`config.mk`:
```
export PLATFORM = sky130hd
export DESIGN_NAME = ack_request_tracker_flat
export DESIGN_NICKNAME = d
export VERILOG_FILES = /design/src/sv/art_pkg.sv /design/src/sv/art_if.sv /design/src/sv/ack_request_tracker.sv /design/src/flat_wrapper.sv
export SDC_FILE = /design/constraint.sdc
export NUM_CORES = 1
export LEC_CHECK = 0
export CAP_MARGIN = 10
export CELL_PAD_IN_SITES_DETAIL_PLACEMENT = 1
export CELL_PAD_IN_SITES_GLOBAL_PLACEMENT = 2
export CORE_UTILIZATION = 46
export CTS_CLUSTER_DIAMETER = 120
export DETAILED_ROUTE_END_ITERATION = 8
export DONT_BUFFER_PORTS = 1
export PLACE_DENSITY_LB_ADDON = 0.1
export SYNTH_ARGS = -nofsm -noshare
export SYNTH_HDL_FRONTEND = slang
export SYNTH_SLANG_ARGS = --single-unit
```
`constraint.sdc`:
```
create_clock -name clock -period 9.3 [get_ports clock]
set_input_delay 0.465 -clock clock [delete_from_list [all_inputs] [get_ports clock]]
set_output_delay 0.465 -clock clock [all_outputs]
set_load 0.03 [all_outputs]
```
`src/sv/art_pkg.sv`:
```
// Package: shared constants and types of the ack request tracker.
`default_nettype none
package art_pkg;
   localparam int MaxRequests = 8;
   localparam int MaxDevices  = 32;
   localparam int IdxW = $clog2(MaxRequests);
   localparam int CntW = $clog2(MaxRequests + 1);

   localparam logic [1:0] REQ_ADD  = 2'd0;
   localparam logic [1:0] REQ_ACK  = 2'd1;
   localparam logic [1:0] REQ_TICK = 2'd2;

   localparam logic [2:0] EV_ADDED   = 3'd0;
   localparam logic [2:0] EV_FULL    = 3'd1;
   localparam logic [2:0] EV_MATCHED = 3'd2;
   localparam logic [2:0] EV_NOMATCH = 3'd3;
   localparam logic [2:0] EV_TIMEOUT = 3'd4;

   localparam logic [0:0] CSR_TIMEOUT_TICKS = 1'd0;
   localparam logic [0:0] CSR_TIMEOUT_CODE  = 1'd1;

   typedef struct packed {
      logic [1:0]  req_type;
      logic [10:0] msg_id;
      logic [5:0]  acks_wanted;
      logic        wants_report;
      logic [4:0]  device;
      logic [7:0]  ack_status;
      logic        host_rejects;
   } req_type_t_type;

   typedef struct packed {
      logic [2:0]  event_res;
      logic [10:0] out_msg_id;
      logic [4:0]  out_device;
      logic [7:0]  out_status;
      logic [5:0]  remaining;
      logic        closed;
      logic        reported;
      logic        last;
   } rsp_type;

   typedef struct packed {
      logic [10:0] msg_id;
      logic [5:0]  remaining;
      logic [31:0] answered;
      logic [15:0] age;
      logic        report;
   } entry_type;
endpackage
`default_nettype wire

```
`src/sv/art_if.sv`:
```
// Interfaces: request and response valid/ready channels.
`default_nettype none
interface art_req_if import art_pkg::*; ();
   logic valid;
   logic ready;
   req_type_t_type data;
   modport source (output valid, output data, input ready);
   modport sink (input valid, input data, output ready);
endinterface

interface art_rsp_if import art_pkg::*; ();
   logic valid;
   logic ready;
   rsp_type data;
   modport source (output valid, output data, input ready);
   modport sink (input valid, input data, output ready);
endinterface
`default_nettype wire

```
`src/sv/ack_request_tracker.sv`:
```
// Top level: ack request tracker with an entry table walked one slot per cycle, which
// stalls where a result must wait on the output register. The block is ready only in
// its idle state and takes one transaction at a time. An add is accepted, then writes
// the entry and loads the result. An ack compares one entry per cycle; a miss walks the
// whole table, and a closing hit shifts the later entries down one per cycle. A tick
// ages all entries in one step, then walks the table; every expiry costs a compare plus
// a shift of each entry from it to the end of the table. A new result waits while the
// output register still holds an untaken one. A tick result is staged one step so its
// last flag is known when it leaves.
`default_nettype none
module ack_request_tracker import art_pkg::*; (
   input  wire         clock,
   input  wire         reset,
   art_req_if.sink     req,
   art_rsp_if.source   rsp,
   input  wire         csr_we,
   input  wire  [0:0]  csr_index,
   input  wire  [15:0] csr_wdata
);
   typedef enum logic [4:0] {
      S_IDLE  = 5'b00001,
      S_ADD   = 5'b00010,
      S_AGE   = 5'b00100,
      S_SCAN  = 5'b01000,
      S_SHIFT = 5'b10000
   } state_type;

   state_type state_ff, state_in;
   entry_type tab_ff [MaxRequests];
   logic [CntW-1:0] count_ff, count_in;
   logic [CntW-1:0] ptr_ff, ptr_in;
   logic [CntW-1:0] sptr_ff, sptr_in;
   req_type_t_type item_ff, item_in;
   logic [15:0] tticks_ff;
   logic [7:0] tcode_ff;
   rsp_type rsp_ff, rsp_in;
   logic rsp_valid_ff, rsp_valid_in;
   rsp_type pend_ff, pend_in;
   logic pend_v_ff, pend_v_in;

   // shared entry unit: compares the entry under the pointer
   entry_type cur;
   logic ptr_in_range, id_hit, bit_set, expired, rej, ack_hit, table_full, out_free;
   logic ack_commit;
   logic [5:0] dec_rem, new_rem, nexp;
   logic [IdxW-1:0] pidx, sidx, sidx_next;
   logic [CntW-1:0] snext;
   rsp_type walk_rsp;

   assign pidx = ptr_ff[IdxW-1:0];
   assign ptr_in_range = ptr_ff < count_ff;
   assign cur = tab_ff[pidx];
   assign id_hit = cur.msg_id == item_ff.msg_id;
   assign bit_set = cur.answered[item_ff.device];
   assign ack_hit = id_hit && !bit_set;
   assign expired = cur.age >= tticks_ff;
   assign rej = cur.report & item_ff.host_rejects;
   assign dec_rem = (cur.remaining != 6'd0) ? cur.remaining - 6'd1 : 6'd0;
   assign new_rem = rej ? cur.remaining : dec_rem;
   assign table_full = count_ff >= CntW'(MaxRequests);
   assign out_free = !rsp_valid_ff || rsp.ready;
   assign ack_commit = (state_ff == S_SCAN) && (item_ff.req_type == REQ_ACK) &&
                       ptr_in_range && ack_hit && out_free;

   assign snext = sptr_ff + 1'b1;
   assign sidx = sptr_ff[IdxW-1:0];
   assign sidx_next = snext[IdxW-1:0];

   assign nexp = (item_ff.acks_wanted > 6'(MaxDevices)) ? 6'(MaxDevices)
                                                         : item_ff.acks_wanted;

   assign req.ready = state_ff == S_IDLE;
   assign rsp.valid = rsp_valid_ff;
   assign rsp.data = rsp_ff;

   // result of a matching ack or an expiry at the pointer
   always_comb begin
      walk_rsp = '0;
      walk_rsp.out_msg_id = cur.msg_id;
      walk_rsp.remaining = new_rem;
      walk_rsp.reported = cur.report;
      if (item_ff.req_type == REQ_ACK) begin
         walk_rsp.event_res = EV_MATCHED;
         walk_rsp.out_device = item_ff.device;
         walk_rsp.out_status = item_ff.ack_status;
         walk_rsp.closed = (new_rem == 6'd0) || (item_ff.ack_status == tcode_ff);
         walk_rsp.last = 1'b1;
      end else begin
         walk_rsp.event_res = EV_TIMEOUT;
         walk_rsp.out_status = tcode_ff;
         walk_rsp.closed = 1'b1;
      end
   end

   always_comb begin
      state_in = state_ff;
      count_in = count_ff;
      ptr_in = ptr_ff;
      sptr_in = sptr_ff;
      item_in = item_ff;
      rsp_in = rsp_ff;
      rsp_valid_in = rsp_valid_ff && !rsp.ready;
      pend_in = pend_ff;
      pend_v_in = pend_v_ff;
      case (state_ff)
         S_IDLE: begin
            if (req.valid) begin
               item_in = req.data;
               ptr_in = '0;
               case (req.data.req_type)
                  REQ_ADD:  state_in = S_ADD;
                  REQ_ACK:  state_in = S_SCAN;
                  REQ_TICK: state_in = S_AGE;
                  default:  state_in = S_IDLE;
               endcase
            end
         end
         S_ADD: begin
            if (out_free) begin
               rsp_in = '0;
               rsp_in.event_res = table_full ? EV_FULL : EV_ADDED;
               rsp_in.out_msg_id = item_ff.msg_id;
               rsp_in.remaining = nexp;
               rsp_in.reported = item_ff.wants_report;
               rsp_in.last = 1'b1;
               rsp_valid_in = 1'b1;
               if (!table_full) count_in = count_ff + 1'b1;
               state_in = S_IDLE;
            end
         end
         S_AGE: begin
            // every entry ages in one step (independent lanes)
            state_in = S_SCAN;
         end
         S_SCAN: begin
            if (!ptr_in_range) begin
               if (item_ff.req_type == REQ_ACK) begin
                  if (out_free) begin
                     rsp_in = '0;
                     rsp_in.event_res = EV_NOMATCH;
                     rsp_in.out_msg_id = item_ff.msg_id;
                     rsp_in.out_device = item_ff.device;
                     rsp_in.out_status = item_ff.ack_status;
                     rsp_in.last = 1'b1;
                     rsp_valid_in = 1'b1;
                     state_in = S_IDLE;
                  end
               end else if (!pend_v_ff) begin
                  // quiet tick
                  state_in = S_IDLE;
               end else if (out_free) begin
                  rsp_in = pend_ff;
                  rsp_in.last = 1'b1;
                  rsp_valid_in = 1'b1;
                  pend_v_in = 1'b0;
                  state_in = S_IDLE;
               end
            end else if (item_ff.req_type == REQ_ACK) begin
               if (!ack_hit) begin
                  ptr_in = ptr_ff + 1'b1;
               end else if (out_free) begin
                  rsp_in = walk_rsp;
                  rsp_valid_in = 1'b1;
                  sptr_in = ptr_ff;
                  state_in = walk_rsp.closed ? S_SHIFT : S_IDLE;
               end
            end else if (!expired) begin
               ptr_in = ptr_ff + 1'b1;
            end else if (!pend_v_ff || out_free) begin
               // earlier expiry leaves now, this one waits for the walk to go on
               if (pend_v_ff) begin
                  rsp_in = pend_ff;
                  rsp_valid_in = 1'b1;
               end
               pend_in = walk_rsp;
               pend_v_in = 1'b1;
               sptr_in = ptr_ff;
               state_in = S_SHIFT;
            end
         end
         S_SHIFT: begin
            // move one entry down per cycle; the tick walk resumes at the vacated slot
            if (snext < count_ff) begin
               sptr_in = snext;
            end else begin
               count_in = count_ff - 1'b1;
               state_in = (item_ff.req_type == REQ_ACK) ? S_IDLE : S_SCAN;
            end
         end
         default: state_in = S_IDLE;
      endcase
   end

   always_ff @(posedge clock) begin
      if (reset) begin
         state_ff <= S_IDLE;
         count_ff <= '0;
         ptr_ff <= '0;
         sptr_ff <= '0;
         rsp_valid_ff <= 1'b0;
         pend_v_ff <= 1'b0;
         tticks_ff <= 16'd25;
         tcode_ff <= 8'd3;
      end else begin
         state_ff <= state_in;
         count_ff <= count_in;
         ptr_ff <= ptr_in;
         sptr_ff <= sptr_in;
         rsp_valid_ff <= rsp_valid_in;
         pend_v_ff <= pend_v_in;
         if (csr_we) begin
            case (csr_index)
               CSR_TIMEOUT_TICKS: tticks_ff <= csr_wdata;
               CSR_TIMEOUT_CODE:  tcode_ff <= csr_wdata[7:0];
               default: ;
            endcase
         end
      end
   end

   // payload registers
   always_ff @(posedge clock) begin
      item_ff <= item_in;
      rsp_ff <= rsp_in;
      pend_ff <= pend_in;
   end

   // entry table
   always_ff @(posedge clock) begin
      case (state_ff)
         S_ADD: begin
            if (out_free && !table_full) begin
               tab_ff[count_ff[IdxW-1:0]] <= '{msg_id: item_ff.msg_id, remaining: nexp,
                  answered: '0, age: '0, report: item_ff.wants_report};
            end
         end
         S_AGE: begin
            for (int k = 0; k < MaxRequests; k++) begin
               if (tab_ff[k].age != 16'hFFFF) tab_ff[k].age <= tab_ff[k].age + 16'd1;
            end
         end
         S_SCAN: begin
            if (ack_commit) begin
               tab_ff[pidx].answered[item_ff.device] <= 1'b1;
               tab_ff[pidx].remaining <= new_rem;
            end
         end
         S_SHIFT: begin
            if (snext < count_ff) tab_ff[sidx] <= tab_ff[sidx_next];
         end
         default: ;
      endcase
   end

   a_ready_idle: assert property (@(posedge clock) disable iff (reset)
      req.ready |-> state_ff == S_IDLE) else $error("ready outside idle");
   a_count_max: assert property (@(posedge clock) disable iff (reset)
      count_ff <= CntW'(MaxRequests)) else $error("entry count overflow");
   a_rsp_hold: assert property (@(posedge clock) disable iff (reset)
      (rsp_valid_ff && !rsp.ready) |=> (rsp_valid_ff && $stable(rsp_ff)))
      else $error("response changed while stalled");
   a_state_onehot: assert property (@(posedge clock) disable iff (reset)
      $onehot(state_ff)) else $error("state not one-hot");
endmodule
`default_nettype wire
```
`src/flat_wrapper.sv`:
```
// flat-port wrapper written by rule: the top's interface ports become plain ports
module ack_request_tracker_flat import art_pkg::*;
  (clock, reset, csr_we, csr_index, csr_wdata, req_valid, req_data, req_ready, rsp_valid, rsp_data, rsp_ready);
  art_req_if req_i ();
  art_rsp_if rsp_i ();
  input  wire clock;
  input  wire reset;
  input  wire csr_we;
  input  wire  [0:0] csr_index;
  input  wire  [15:0] csr_wdata;
  input wire logic [$bits(req_i.valid)-1:0] req_valid;
  input wire logic [$bits(req_i.data)-1:0] req_data;
  output wire logic [$bits(req_i.ready)-1:0] req_ready;
  output wire logic [$bits(rsp_i.valid)-1:0] rsp_valid;
  output wire logic [$bits(rsp_i.data)-1:0] rsp_data;
  input wire logic [$bits(rsp_i.ready)-1:0] rsp_ready;
  assign req_i.valid = req_valid;
  assign req_i.data = req_data;
  assign req_ready = req_i.ready;
  assign rsp_valid = rsp_i.valid;
  assign rsp_data = rsp_i.data;
  assign rsp_i.ready = rsp_ready;
  ack_request_tracker u_core (.clock(clock), .reset(reset), .req(req_i), .rsp(rsp_i), .csr_we(csr_we), .csr_index(csr_index), .csr_wdata(csr_wdata));
endmodule
```
==> results.toml <==
[placed_design]
place_ws_ns = 2.30
post-place-cells = 3827
post-dp-hpwl_mm = 71.2
port-buffer-count = 0
dpl-instance-area_mm2 = 0.0376
routabilityCongestion = 0.836

[clock_network]
clk_pin_slew_ns = 0.06
cts_tree = "built"
root_buffer = "clkbuf_16"
clkLatencyLatePin_ns = 0.64
htreeDepth = 3
cts_buffers = 79
clockBufferDepth = 3
cts.sinks = 678
cts_setup_buffers = 0

[global_routing]
grt_max_degree = 139
grt-ovfl-total = 0
grt_antenna_before_repair = 6
grt_pass1_vias = 26900
grt_pass1_wl_mm = 167
grt_usage = 0.272

[logic_synthesis]
synth_top_family_by_area = "multiplexers"
syn_nets = 3028
synthCells = 2935
ys_seq_area_frac = 0.543
yosys-mux-area-fraction = 0.182
syn-cell-area_mm2 = 0.0367
ys_types = 65
syn_avg_cell_area_um2 = 12.5
synth_ff_type = "edfxtp_1"
synth-simple-area-share = 0.108
synth_compound_area_frac = 0.0905
synth_seq_cells = 678
synth_edf_count = 632
synthAdderAreaFrac = 0.0128
synth_xor_area_frac = 0.0332
synthArstFlopShare = 0
ys_warn_count = 0

[die]
die_y_um = 284
boundaryPins = 94
dieArea_mm2 = 0.0808
rows = 103
die_w_um = 284
design.core.area_mm2 = 0.0789
start_util = 0.465

[timing]
setup_viol_count_final = 0
setup_tns_ns = 0
final.setup_skew_ns = 0.0412
hold_ws_ns = 0.0117
timing.fmax_mhz = 141
setup_slack_ns = 2.21
tightestPinTransition_ns = 1.20
fin_crit_sh = 0.762
period_needed_ns = 7.09
slew_headroom = 0.195
rsz0062_at_grt = "false"
hold_viol_final = 0
slew_viol_final = 0

[pwr]
peakVddDrop_mv = 0.142
power_frac_comb = 0.052
powerDensity_mw_per_mm2 = 168
swShare = 0.233
pwr-share-clk = 0.441
leakage_uw = 0.0121
internal_power_uw = 5220
p_switching_uw = 1590
seqPwrFrac = 0.507

[critical_path]
crit_slowest_cell = "nor3_4"
cp.depth = 14
start_kind = "register"
cp_slowest_stage_delay_ns = 1.05
path_cells = "buf_4, and2_1, buf_4, a22oi_1, nand3_1, nand4_1, a22oi_1, nand4_1, nor3_4, a21oi_2, a221o_4, buf_4, o21ai_1, buf_4"
cp.required_ns = 9.60
cp-end-kind = "register"
rr_worst_depth = 14
crit_path_max_fanout = 65
crit_arrival_ns = 7.39
crit_top_cell = "buf_4"
crit_family = "compound AO/OA/AOI/OAI gates"
crit_type = "reg2reg"
critPathBufInv = 4

[final_layout]
multiInputGateArea_mm2 = 0.0157
layoutNonFillerInstCount = 4019
synthToLayoutAreaGrowth_pct = 10.7
postLayoutCellArea_mm2 = 0.0406
regArea_mm2 = 0.0199
fill_cells = 7953
drive_gt1_frac = 0.150
fin_nets = 3003

[hold_path]
hold_path_class = "in2reg"
hold_depth = 2

[drt]
vias_per_cell = 6.33
ant_nets = 0
post_drt_wl_per_cell_um = 27.4
drt-initial-drc-count = 1733
vias = 25400
routed_wirelength_mm = 110
first_pass_iters = 5
drc = 0

[flow_run]
drv_cap = 0

[run_status]
run_status = "complete, no violations"
-- power by group through the flow --
stage	Combinational [uW]	Clock (uW)	Sequential, uW
2_1_floorplan	216	0	3480
4_1_cts	353	3060	3450
6_report	351	3000	3450
5_1_grt	383	3160	3460
3_3_place_gp	318	0	3510
3_5_place_dp	329	0	3520
-- repair_timing --
item,4_1_cts,5_1_grt
endpoints found under the hold margin,74,0
resized for setup,0,0
hold buffers,51,0
-- flip-flops by register name, summed over array words and instances (netlist names), named ones only --
register and count:
u_core.count_ff 4, u_core.item_ff 34, u_core.pend_ff 34, u_core.pend_v_ff 1, u_core.ptr_ff 4, u_core.rsp.data 36
u_core.rsp.valid 1, u_core.sptr_ff 4, u_core.state_ff 5, u_core.tab_ff 528, u_core.tcode_ff 8, u_core.tticks_ff 16
-- final cells by class --
type,instances,area share
repair buffers,104,0.0238
clock inverters,37,0.00810
well taps,1050,0.0324
multi-input cells,1988,0.387
clock buffers,102,0.0525
inverters,59,0.00552
flip-flops and latches,678,0.490
diodes,1,0.0000616
-- stage by stage --
stage	power, uW	util
after floorplan	3700	-
after global placement	3830	0.476
after detailed placement	3840	0.477
after CTS	6860	0.515
after global routing	7000	0.515
final	6810	0.515
-- cells by family (layout without fill, tap and decap cells) --
family | after synthesis | count (layout)
muxes | 415 | 415
xor gates and xnor gates | 139 | 139
AOI/OAI and AO/OA | 499 | 499
DFF | 678 | 678
and+or+nand+nor | 898 | 898
buffers and inverters | 269 | 302
other | 0 | 1
adders and majority gates | 37 | 37
-- final timing paths --
kind	to	slack (ns)	start
worst min register to register	u_core.tticks_ff[9]	0.46	u_core.tticks_ff[9]
worst max-delay path	u_core.tab_ff[2][9]	2.21	register
worst min-delay path	u_core.tticks_ff[11]	0.01	csr_wdata[11]
worst max register to register	u_core.tab_ff[2][9]	2.21	register
-- synth_stat cells (19+ instances only) --
cell | instances | area (um^2)
dfxtp_1 | 46 | 921
nand2_1 | 287 | 1080
o21ai_0 | 97 | 485
o22ai_2 | 20 | 250
clkbuf_1 | 119 | 447
xnor2_1 | 79 | 692
inv_1 | 57 | 214
a21oi_1 | 79 | 395
xor2_1 | 60 | 526
mux2i_1 | 190 | 1900
a22oi_1 | 59 | 443
o22ai_1 | 122 | 763
buf_2 | 49 | 245
nand4_1 | 19 | 119
mux2_2 | 27 | 304
o21bai_1 | 24 | 180
nor3_1 | 21 | 105
nand3_1 | 59 | 295
ha_1 | 36 | 450
mux4_2 | 197 | 4440
buf_1 | 24 | 90.1
edfxtp_1 | 632 | 19000
and3_1 | 59 | 369
nor2_1 | 360 | 1350
-- layout by cell type (no fill, tap or decap), drive strengths merged, types with 6 or more instances in the layout --
cell type / n
clkbuf: 102
xnor2: 79
mux2i: 191
a31o: 16
mux2: 27
ha: 36
nand2: 287
nor3: 22
xor2: 60
nand2b: 18
nand4: 19
nor3b: 8
inv: 59
clkinv: 32
nand3: 59
a22oi: 59
edfxtp: 632
o21bai: 24
a22o: 6
o21ai: 98
buf: 54
a21o: 14
and2: 15
nor4: 6
a31oi: 7
o22ai: 142
nor2b: 16
mux4: 197
nand3b: 8
a221oi: 8
and3: 59
a211oi: 15
nor2: 360
dfxtp: 46
or3: 13
dlygate4sd3: 50
a21oi: 80
-- layer usage --
metal / vias up / global-route usage / part of all wire
met5: - / 0 / 0.00012
met4: 2 / 0.0922 / 0.031
met3: 227 / 0.0475 / 0.067
met2: 845 / 0.455 / 0.49
met1: 13200 / 0.357 / 0.41
li1: 11100 / - / -
(Power assumes the default switching activity.)
